**src/rtl/tse_pkg.sv**
```systemverilog
// Package for the TFTP transfer session engine.
// Holds the channel payload types, protocol codes and length limits.
// No dependencies; every other file in rtl/ takes names from here.
package tse_pkg;

   // Payload size of a full DATA block in bytes
   localparam int BLOCK_BYTES = 512;

   // Length caps, widened by one bit so that any BLOCK_BYTES up to 1024 compares cleanly
   localparam logic [10:0] LEN_CAP   = 11'(BLOCK_BYTES + 4);
   localparam logic [10:0] CHUNK_CAP = 11'(BLOCK_BYTES);

   localparam logic [7:0] RETRY_LIMIT_RESET = 8'd10;

   // Item kinds
   localparam logic [1:0] REQ_NEW    = 2'd0;
   localparam logic [1:0] REQ_PKT    = 2'd1;
   localparam logic [1:0] REQ_TICK   = 2'd2;
   localparam logic [1:0] REQ_UNUSED = 2'd3;

   // TFTP opcodes
   localparam logic [15:0] OP_RRQ  = 16'd1;
   localparam logic [15:0] OP_WRQ  = 16'd2;
   localparam logic [15:0] OP_DATA = 16'd3;
   localparam logic [15:0] OP_ACK  = 16'd4;
   localparam logic [15:0] OP_ERR  = 16'd5;

   // Transfer modes
   localparam logic [1:0] MODE_NONE    = 2'd0;
   localparam logic [1:0] MODE_UNKNOWN = 2'd0;
   localparam logic [1:0] MODE_RESVD   = 2'd3;

   // Actions
   localparam logic [2:0] ACT_NONE  = 3'd0;
   localparam logic [2:0] ACT_DATA  = 3'd1;
   localparam logic [2:0] ACT_ACK   = 3'd2;
   localparam logic [2:0] ACT_ERR   = 3'd3;
   localparam logic [2:0] ACT_ABORT = 3'd4;

   // Error codes on the wire
   localparam logic ERRC_UNDEF    = 1'b0;
   localparam logic ERRC_NOTFOUND = 1'b1;

   // Error message kinds
   localparam logic [3:0] K_SIZE     = 4'd0;
   localparam logic [3:0] K_OPCODE   = 4'd1;
   localparam logic [3:0] K_NAME     = 4'd2;
   localparam logic [3:0] K_NOMODE   = 4'd3;
   localparam logic [3:0] K_NOTFOUND = 4'd4;
   localparam logic [3:0] K_BADMODE  = 4'd5;
   localparam logic [3:0] K_BLOCK    = 4'd6;
   localparam logic [3:0] K_UNEXP    = 4'd7;
   localparam logic [3:0] K_ACK      = 4'd8;

   typedef struct packed {
      logic [1:0]  req_type;
      logic [15:0] pkt_opcode;
      logic [15:0] pkt_block;
      logic [9:0]  pkt_len;
      logic        name_terminated;
      logic        mode_present;
      logic        file_opened;
      logic [1:0]  mode_code;
      logic [9:0]  chunk_len;
   } req_payload_type;

   typedef struct packed {
      logic [2:0]  action;
      logic [15:0] block_num;
      logic [9:0]  data_len;
      logic        error_code;
      logic [3:0]  error_kind;
      logic        session_done;
      logic [1:0]  transfer_mode;
   } rsp_payload_type;

endpackage

```
**src/rtl/tse_req_if.sv**
```systemverilog
// Request channel of the TFTP transfer session engine: valid/ready plus header payload.
// Depends on tse_pkg for the payload type.
interface tse_req_if;
   logic                      valid;
   logic                      ready;
   tse_pkg::req_payload_type  payload;

   modport source (output valid, output payload, input ready);
   modport sink   (input valid, input payload, output ready);
endinterface

```
**src/rtl/tse_rsp_if.sv**
```systemverilog
// Response channel of the TFTP transfer session engine: valid/ready plus action payload.
// Depends on tse_pkg for the payload type.
interface tse_rsp_if;
   logic                      valid;
   logic                      ready;
   tse_pkg::rsp_payload_type  payload;

   modport source (output valid, output payload, input ready);
   modport sink   (input valid, input payload, output ready);
endinterface

```
**src/rtl/tftp_transfer_session_engine_core.sv**
```systemverilog
// TFTP transfer session engine. Takes one event per transfer on req_chan (a request
// header, a client packet header or a timeout tick) and returns exactly one action on
// rsp_chan: nothing, send DATA, send ACK, send ERROR, or abort. Throughput is one item
// per clock while rsp_chan is not held off. An accepted item sits in the input register
// and moves into the result register, from which it is offered on rsp_chan. The session
// state is updated as the item moves into the result register.
// While rsp_chan is held off, both registers fill and req_chan.ready drops.
// csr_wr_data sets the timeout retry limit (reset 10, 0 acts as 1); write it only while
// no item is in flight.
// Depends on tse_pkg, tse_req_if and tse_rsp_if.
module tftp_transfer_session_engine_core (
   input  logic        clock,
   input  logic        reset,
   tse_req_if.sink     req_chan,
   tse_rsp_if.source   rsp_chan,
   input  logic        csr_wr_en,
   input  logic [7:0]  csr_wr_data
);

   typedef enum logic [1:0] {
      PH_IDLE  = 2'd0,
      PH_READ  = 2'd1,
      PH_WRITE = 2'd2
   } phase_type;

   // Input register
   logic                      s1_valid_ff;
   tse_pkg::req_payload_type  s1_data_ff;

   // Result register
   logic                      rsp_valid_ff;
   tse_pkg::rsp_payload_type  rsp_data_ff;
   tse_pkg::rsp_payload_type  rsp_data_in;

   // Session state
   phase_type    phase_ff,         phase_in;
   logic [15:0]  block_counter_ff, block_counter_in;
   logic [7:0]   retries_left_ff,  retries_left_in;
   logic         final_block_ff,   final_block_in;
   logic [1:0]   session_mode_ff,  session_mode_in;
   logic [9:0]   pending_len_ff,   pending_len_in;
   logic [7:0]   retry_limit_ff;

   logic         advance;
   logic [9:0]   len_sat;
   logic [9:0]   chunk_sat;
   logic         chunk_short;
   logic         len_short;
   logic [7:0]   fresh_retries;
   logic [7:0]   retries_dec;
   logic [15:0]  block_next;
   logic         req_err;
   logic [3:0]   req_kind;

   assign advance        = s1_valid_ff && (!rsp_valid_ff || rsp_chan.ready);
   assign req_chan.ready = !s1_valid_ff || advance;
   assign rsp_chan.valid   = rsp_valid_ff;
   assign rsp_chan.payload = rsp_data_ff;

   // Clamp oversized lengths
   assign len_sat = ({1'b0, s1_data_ff.pkt_len} > tse_pkg::LEN_CAP) ?
                    tse_pkg::LEN_CAP[9:0] : s1_data_ff.pkt_len;
   assign chunk_sat = ({1'b0, s1_data_ff.chunk_len} > tse_pkg::CHUNK_CAP) ?
                      tse_pkg::CHUNK_CAP[9:0] : s1_data_ff.chunk_len;
   assign chunk_short = {1'b0, chunk_sat} < tse_pkg::CHUNK_CAP;
   assign len_short   = {1'b0, len_sat} < tse_pkg::LEN_CAP;

   assign fresh_retries = (retry_limit_ff == 8'd0) ? 8'd1 : retry_limit_ff;
   assign retries_dec   = (retries_left_ff != 8'd0) ? retries_left_ff - 8'd1 : retries_left_ff;
   assign block_next    = block_counter_ff + 16'd1;

   // Request checks, first failure wins
   always_comb begin
      req_err  = 1'b1;
      req_kind = tse_pkg::K_SIZE;
      if (len_sat < 10'd4) begin
         req_kind = tse_pkg::K_SIZE;
      end else if (s1_data_ff.pkt_opcode != tse_pkg::OP_RRQ &&
                   s1_data_ff.pkt_opcode != tse_pkg::OP_WRQ) begin
         req_kind = tse_pkg::K_OPCODE;
      end else if (!s1_data_ff.name_terminated) begin
         req_kind = tse_pkg::K_NAME;
      end else if (!s1_data_ff.mode_present) begin
         req_kind = tse_pkg::K_NOMODE;
      end else if (!s1_data_ff.file_opened) begin
         req_kind = tse_pkg::K_NOTFOUND;
      end else if (s1_data_ff.mode_code == tse_pkg::MODE_UNKNOWN ||
                   s1_data_ff.mode_code == tse_pkg::MODE_RESVD) begin
         req_kind = tse_pkg::K_BADMODE;
      end else begin
         req_err = 1'b0;
      end
   end

   // Session step
   always_comb begin
      phase_in         = phase_ff;
      block_counter_in = block_counter_ff;
      retries_left_in  = retries_left_ff;
      final_block_in   = final_block_ff;
      session_mode_in  = session_mode_ff;
      pending_len_in   = pending_len_ff;
      rsp_data_in      = '0;

      if (s1_data_ff.req_type == tse_pkg::REQ_NEW) begin
         // Any running session is dropped
         phase_in        = PH_IDLE;
         session_mode_in = tse_pkg::MODE_NONE;
         if (req_err) begin
            rsp_data_in.action     = tse_pkg::ACT_ERR;
            rsp_data_in.error_kind = req_kind;
            rsp_data_in.error_code = (req_kind == tse_pkg::K_NOTFOUND) ?
                                     tse_pkg::ERRC_NOTFOUND : tse_pkg::ERRC_UNDEF;
         end else begin
            session_mode_in           = s1_data_ff.mode_code;
            retries_left_in           = fresh_retries;
            rsp_data_in.transfer_mode = s1_data_ff.mode_code;
            if (s1_data_ff.pkt_opcode == tse_pkg::OP_WRQ) begin
               phase_in              = PH_WRITE;
               block_counter_in      = 16'd0;
               final_block_in        = 1'b0;
               pending_len_in        = 10'd0;
               rsp_data_in.action    = tse_pkg::ACT_ACK;
            end else begin
               phase_in              = PH_READ;
               block_counter_in      = 16'd1;
               pending_len_in        = chunk_sat;
               final_block_in        = chunk_short;
               rsp_data_in.action    = tse_pkg::ACT_DATA;
               rsp_data_in.block_num = 16'd1;
               rsp_data_in.data_len  = chunk_sat;
            end
         end
      end else if ((phase_ff != PH_READ && phase_ff != PH_WRITE) ||
                   s1_data_ff.req_type == tse_pkg::REQ_UNUSED) begin
         rsp_data_in = '0;
      end else begin
         rsp_data_in.transfer_mode = session_mode_ff;
         if (s1_data_ff.req_type == tse_pkg::REQ_TICK) begin
            retries_left_in = retries_dec;
            if (retries_dec == 8'd0) begin
               // Out of retries: drop without a final send
               phase_in           = PH_IDLE;
               session_mode_in    = tse_pkg::MODE_NONE;
               rsp_data_in.action = tse_pkg::ACT_ABORT;
            end else if (phase_ff == PH_READ) begin
               rsp_data_in.action    = tse_pkg::ACT_DATA;
               rsp_data_in.block_num = block_counter_ff;
               rsp_data_in.data_len  = pending_len_ff;
            end else begin
               rsp_data_in.action    = tse_pkg::ACT_ACK;
               rsp_data_in.block_num = block_counter_ff;
            end
         end else if (len_sat < 10'd4) begin
            phase_in               = PH_IDLE;
            session_mode_in        = tse_pkg::MODE_NONE;
            rsp_data_in.action     = tse_pkg::ACT_ERR;
            rsp_data_in.error_kind = tse_pkg::K_SIZE;
         end else if (phase_ff == PH_READ) begin
            if (s1_data_ff.pkt_opcode == tse_pkg::OP_ERR) begin
               phase_in           = PH_IDLE;
               session_mode_in    = tse_pkg::MODE_NONE;
               rsp_data_in.action = tse_pkg::ACT_ABORT;
            end else if (s1_data_ff.pkt_opcode != tse_pkg::OP_ACK) begin
               phase_in               = PH_IDLE;
               session_mode_in        = tse_pkg::MODE_NONE;
               rsp_data_in.action     = tse_pkg::ACT_ERR;
               rsp_data_in.error_kind = tse_pkg::K_UNEXP;
            end else if (s1_data_ff.pkt_block != block_counter_ff) begin
               phase_in               = PH_IDLE;
               session_mode_in        = tse_pkg::MODE_NONE;
               rsp_data_in.action     = tse_pkg::ACT_ERR;
               rsp_data_in.error_kind = tse_pkg::K_ACK;
            end else if (final_block_ff) begin
               phase_in                 = PH_IDLE;
               session_mode_in          = tse_pkg::MODE_NONE;
               rsp_data_in.action       = tse_pkg::ACT_NONE;
               rsp_data_in.session_done = 1'b1;
            end else begin
               // Advance to the next block
               block_counter_in      = block_next;
               pending_len_in        = chunk_sat;
               final_block_in        = chunk_short;
               retries_left_in       = fresh_retries;
               rsp_data_in.action    = tse_pkg::ACT_DATA;
               rsp_data_in.block_num = block_next;
               rsp_data_in.data_len  = chunk_sat;
            end
         end else begin
            if (s1_data_ff.pkt_block != block_next) begin
               phase_in               = PH_IDLE;
               session_mode_in        = tse_pkg::MODE_NONE;
               rsp_data_in.action     = tse_pkg::ACT_ERR;
               rsp_data_in.error_kind = tse_pkg::K_BLOCK;
            end else if (s1_data_ff.pkt_opcode != tse_pkg::OP_DATA) begin
               phase_in               = PH_IDLE;
               session_mode_in        = tse_pkg::MODE_NONE;
               rsp_data_in.action     = tse_pkg::ACT_ERR;
               rsp_data_in.error_kind = tse_pkg::K_UNEXP;
            end else begin
               block_counter_in         = block_next;
               retries_left_in          = fresh_retries;
               final_block_in           = len_short;
               pending_len_in           = len_sat - 10'd4;
               rsp_data_in.action       = tse_pkg::ACT_ACK;
               rsp_data_in.block_num    = block_next;
               rsp_data_in.data_len     = len_sat - 10'd4;
               rsp_data_in.session_done = len_short;
               // A short block closes the session on its ACK
               if (len_short) begin
                  phase_in        = PH_IDLE;
                  session_mode_in = tse_pkg::MODE_NONE;
               end
            end
         end
      end
   end

   always_ff @(posedge clock) begin
      if (reset) begin
         s1_valid_ff      <= 1'b0;
         rsp_valid_ff     <= 1'b0;
         phase_ff         <= PH_IDLE;
         block_counter_ff <= 16'd0;
         retries_left_ff  <= 8'd0;
         final_block_ff   <= 1'b0;
         session_mode_ff  <= tse_pkg::MODE_NONE;
         pending_len_ff   <= 10'd0;
         retry_limit_ff   <= tse_pkg::RETRY_LIMIT_RESET;
      end else begin
         if (csr_wr_en) begin
            retry_limit_ff <= csr_wr_data;
         end
         if (req_chan.ready) begin
            s1_valid_ff <= req_chan.valid;
         end
         if (advance) begin
            rsp_valid_ff     <= 1'b1;
            rsp_data_ff      <= rsp_data_in;
            phase_ff         <= phase_in;
            block_counter_ff <= block_counter_in;
            retries_left_ff  <= retries_left_in;
            final_block_ff   <= final_block_in;
            session_mode_ff  <= session_mode_in;
            pending_len_ff   <= pending_len_in;
         end else if (rsp_chan.ready) begin
            rsp_valid_ff <= 1'b0;
         end
      end
   end

   // Input payload register
   always_ff @(posedge clock) begin
      if (req_chan.ready && req_chan.valid) begin
         s1_data_ff <= req_chan.payload;
      end
   end

`ifndef SYNTHESIS
   // A session has a mode exactly while it runs
   assert property (@(posedge clock) disable iff (reset)
      (phase_ff == PH_IDLE) == (session_mode_ff == tse_pkg::MODE_NONE))
      else $error("session mode out of step with phase");

   // A running session always has at least one retry in hand
   assert property (@(posedge clock) disable iff (reset)
      (phase_ff != PH_IDLE) |-> (retries_left_ff != 8'd0))
      else $error("session running with no retries left");

   // ERROR and abort both end the session
   assert property (@(posedge clock) disable iff (reset)
      (advance && (rsp_data_in.action == tse_pkg::ACT_ERR ||
                   rsp_data_in.action == tse_pkg::ACT_ABORT)) |=> (phase_ff == PH_IDLE))
      else $error("session survived an ERROR or abort");

   // A held item stays in the input register until it moves on
   assert property (@(posedge clock) disable iff (reset)
      (s1_valid_ff && !advance) |=> s1_valid_ff)
      else $error("accepted item lost from input register");

   // Outgoing DATA never exceeds one block
   assert property (@(posedge clock) disable iff (reset)
      (rsp_valid_ff && rsp_data_ff.action == tse_pkg::ACT_DATA) |->
      ({1'b0, rsp_data_ff.data_len} <= tse_pkg::CHUNK_CAP))
      else $error("DATA length above block size");
`endif

endmodule
```
**src/flat_wrapper.sv**
```systemverilog
// flat-port wrapper written by rule: the top's interface ports become plain ports
module tftp_transfer_session_engine_core_flat 
  (clock, reset, csr_wr_en, csr_wr_data, req_chan_valid, req_chan_payload, req_chan_ready, rsp_chan_valid, rsp_chan_payload, rsp_chan_ready);
  tse_req_if req_chan_i ();
  tse_rsp_if rsp_chan_i ();
  input  logic clock;
  input  logic reset;
  input  logic csr_wr_en;
  input  logic [7:0] csr_wr_data;
  input wire logic [$bits(req_chan_i.valid)-1:0] req_chan_valid;
  input wire logic [$bits(req_chan_i.payload)-1:0] req_chan_payload;
  output wire logic [$bits(req_chan_i.ready)-1:0] req_chan_ready;
  output wire logic [$bits(rsp_chan_i.valid)-1:0] rsp_chan_valid;
  output wire logic [$bits(rsp_chan_i.payload)-1:0] rsp_chan_payload;
  input wire logic [$bits(rsp_chan_i.ready)-1:0] rsp_chan_ready;
  assign req_chan_i.valid = req_chan_valid;
  assign req_chan_i.payload = req_chan_payload;
  assign req_chan_ready = req_chan_i.ready;
  assign rsp_chan_valid = rsp_chan_i.valid;
  assign rsp_chan_payload = rsp_chan_i.payload;
  assign rsp_chan_i.ready = rsp_chan_ready;
  tftp_transfer_session_engine_core u_core (.clock(clock), .reset(reset), .req_chan(req_chan_i), .rsp_chan(rsp_chan_i), .csr_wr_en(csr_wr_en), .csr_wr_data(csr_wr_data));
endmodule
```
**config.mk**
```make
export PLATFORM = sky130hd
export DESIGN_NAME = tftp_transfer_session_engine_core_flat
export DESIGN_NICKNAME = d
export VERILOG_FILES = /design/src/rtl/tse_pkg.sv /design/src/rtl/tse_req_if.sv /design/src/rtl/tse_rsp_if.sv /design/src/rtl/tftp_transfer_session_engine_core.sv /design/src/flat_wrapper.sv
export SDC_FILE = /design/constraint.sdc
export NUM_CORES = 1
export LEC_CHECK = 0
export BUFFER_PORTS_ARGS = -buffer_cell sky130_fd_sc_hd__buf_2
export CORE_UTILIZATION = 52
export DETAILED_ROUTE_END_ITERATION = 16
export MAX_ROUTING_LAYER = met4
export PLACE_DENSITY = 0.76
export SETUP_SLACK_MARGIN = 0.05
export SLEW_MARGIN = 20
export SYNTH_ARGS = -nofsm -noshare
export SYNTH_HDL_FRONTEND = slang
export SYNTH_SLANG_ARGS = --single-unit
export TNS_END_PERCENT = 100
```
**constraint.sdc**
```tcl
create_clock -name clock -period 3.77 [get_ports clock]
set_clock_uncertainty 0.05 [all_clocks]
set_input_delay 0 -clock clock [delete_from_list [all_inputs] [get_ports clock]]
set_output_delay 0 -clock clock [all_outputs]
set_load 0.02 [all_outputs]
```
==> impl_metrics.csv <==
group,metric,value,unit
run_status,status,"complete, no violations",
power_and_ir_drop,p_clk_frac,0.446,
clock_network,htree_levels,4,
logic_synthesis,yosysMostFrequentCell,"edfxtp_1",
power_and_ir_drop,p_per_area,382,nW/µm²
sta,rsz0062_at_grt,"no",
sta,maxSlewHeadroom,0.284,
route,avgRoutedWirePerCell,19.9,µm
power_and_ir_drop,power_frac_comb,0.085,
floorplan,initial_core_util,0.541,
clock_network,clock_latency,0.43,ns
power_and_ir_drop,p_leak,3.70,nW
placement,port_buffers,110,
route,route.antenna.remaining_nets,0,
floorplan,dieHeight,123,µm
sta,fin_crit_sh,0.916,
placement,placed_area,8500,µm²
power_and_ir_drop,ir_worst_vdd,0.353,mV
logic_synthesis,syn_inst,762,
placement,post-dp-hpwl,15.1,mm
power_and_ir_drop,share_seq_of_total_power,0.469,
grt,antenna_found_initial,0,
logic_synthesis,synth.ff_latch_count,145,
cells_and_area,fillers,1029,
worst_setup_path,path_class,"reg -> reg",
placement,gp_congestion,0.971,
cells_and_area,nets,1048,
logic_synthesis,synth_ff_type,"edfxtp_1",
sta,setup_viol,0,
logic_synthesis,avgSynthCellArea,9.97,µm²
grt,grt_pass1_vias,6825,
cells_and_area,fin_area,10100,µm²
clock_network,cts_max_path_buffers,2,
worst_setup_path,critical_path_arrival,3.70,ns
logic_synthesis,synth_edf_count,96,
floorplan,core-area,14000,µm²
power_and_ir_drop,fin_total_pwr,3.84,mW
grt,grt_overflow_total,0,
worst_setup_path,crit_required,4.02,ns
grt,grt_max_degree,38,
logic_synthesis,synth.cell_area,7600,µm²
cells_and_area,areaGrowthSynthToFinish,32.4,%
clock_network,cts.sinks,145,
logic_synthesis,ys_top_cells_by_count,"edfxtp_1 (96), nor2_1 (83), nand2_1 (62)",
logic_synthesis,yosysUniqueCellTypes,71,
logic_synthesis,synth_nets,839,
sta,worst_slack,0.316,ns
clock_network,cts_buffers,17,
logic_synthesis,postSynth.asyncResetShare,0,
cells_and_area,drive_gt1_frac,0.212,
clock_network,clk_pin_slew,0.06,ns
sta,fmax,0.289,GHz
floorplan,row_count,43,
placement,dp.cells,1042,
clock_network,root_buffer,"clkbuf_16",
cells_and_area,num_antenna_cells,0,
sta,min_period,3.45,ns
sta,fin_setup_tns,0,ns
sta,slew_viol_final,0,
worst_hold_path,hold_class,"in -> reg",
placement,place_ws,0.0906,ns
grt,grt_pass1_wl,35.8,mm
route,drtPass1Iterations,7,
logic_synthesis,yosys_warnings,0,
route,drt-initial-drc-count,710,
route,routed_wl,23.1,mm
sta,worst_pin_slew,1.07,ns
grt,track_usage,0.327,
run,max_cap_violations,0,
power_and_ir_drop,intPower,2.91,mW
route,vias,7144,
worst_setup_path,crit_fanout,9,
logic_synthesis,yosysTopAreaCell,"edfxtp_1",
route,drc,0,
sta,finalHoldViolCount,0,
power_and_ir_drop,swShare,0.243,
clock_network,cts_tree,"built",
floorplan,boundaryPins,111,
floorplan,die-area,15100,µm²
worst_setup_path,worst_setup_path_start_kind,"flip-flop",
power_and_ir_drop,power.switching,935,µW
worst_setup_path,end_kind,"flip-flop",
route,drt-vias-per-instance,6.14,
logic_synthesis,synth_top_area_share,0.379,
logic_synthesis,yosysSeqAreaShare,0.508,
cells_and_area,layout.cells.non_filler,1164,
floorplan,die_x,123,µm
logic_synthesis,synthTopCellsByArea,"edfxtp_1 (38%), dfxtp_1 (13%), nor2_1 (4.1%)",
[state kept, by name, summed over array words and instances, names as in the netlist]
register                 cells
u_core.block_counter_ff     16
u_core.final_block_ff        1
u_core.pending_len_ff       10
u_core.phase_ff              2
u_core.retries_left_ff       8
u_core.retry_limit_ff        8
u_core.rsp_chan.payload     37
u_core.rsp_chan.valid        1
u_core.s1_data_ff           59
u_core.s1_valid_ff           1
u_core.session_mode_ff       2
[placed cells by master (no fill, tap or decap), types with 29 or more instances in the layout]
cell           instances
dfxtp_1               49
nand3_1               29
buf_4                 35
buf_2                110
edfxtp_1              96
a21oi_1               32
nor3_1                32
nand2_1               62
nor2_1                82
dlygate4sd3_1         87
o21ai_0               31
[final timing paths]
check,end,slack [ns],depth (start not counted),start
worst max-delay path,u_core.session_mode_ff[0]$_SDFFE_PP0P_,0.32,10,u_core.block_counter_ff[0]$_SDFFE_PP0P_
worst min register to register,u_core.phase_ff[1]$_SDFFE_PP0P_,0.40,2,u_core.phase_ff[1]$_SDFFE_PP0P_
worst max register to register,u_core.session_mode_ff[0]$_SDFFE_PP0P_,0.32,10,u_core.block_counter_ff[0]$_SDFFE_PP0P_
worst min-delay path,u_core.s1_data_ff[39]$_DFFE_PP_,0.23,2,req_chan_payload[39]
[worst max-delay path: stages, from the launching register on]
cell and delay [ns]:
dfxtp_1 0.60, ha_1 0.30, buf_4 0.18, nand2b_1 0.08, o211a_1 0.21, o32ai_1 0.22, nand4_1 0.28, or4_1 0.73
o211ai_2 0.39, mux2i_1 0.24, nor2_1 0.05
[power by group through the flow]
stage / logic [mW] / clock network [mW] / registers [mW]
floorplan: 0.125 / 0 / 1.84
global placement: 0.236 / 0 / 1.83
detailed placement: 0.241 / 0 / 1.83
CTS: 0.315 / 1.73 / 1.80
global route: 0.352 / 1.80 / 1.81
finish: 0.327 / 1.72 / 1.80
[what timing repair did]
action,in CTS,in global routing
buffers inserted,0,1
endpoints found under the setup margin,0,41
hold endpoints to repair,77,0
hold buffers,87,0
gates resized for setup,0,4
[layout make-up]
cell class / count / area (µm²) / area share
Multi-Input combinational cell: 559 / 3570 / 0.355
Clock inverter: 15 / 176 / 0.0175
Clock buffer: 17 / 425 / 0.0423
Tap cell: 180 / 225 / 0.0224
Inverter: 13 / 48.8 / 0.00485
Sequential cell: 145 / 3860 / 0.384
Timing Repair Buffer: 235 / 1750 / 0.174
[metal layers]
layer,GRT usage,part of all wire
met4,0.111,0.024
met3,0.0835,0.085
met2,0.506,0.46
met5,-,0
met1,0.418,0.43
[kinds of logic (layout without fill, tap and decap cells)]
family	after synthesis	after routing	synth area share
AND/OR/NAND/NOR	340	340	0.237
flip-flops	145	145	0.508
multiplexers	13	13	0.0171
adder cells (fa/ha/maj)	6	6	0.00955
XOR/XNOR	34	34	0.0392
buffers and inverters	59	280	0.0319
AO/OA/AOI/OAI	165	166	0.157
[metrics by stage]
stage / hold WS [ns] / utilization
floorplan: 0.0489 / -
global placement: 0.126 / 0.605
detailed placement: 0.128 / 0.605
CTS: 0.210 / 0.710
global route: 0.221 / 0.716
finish: 0.230 / 0.716
Power figures use the tool's default switching activity.
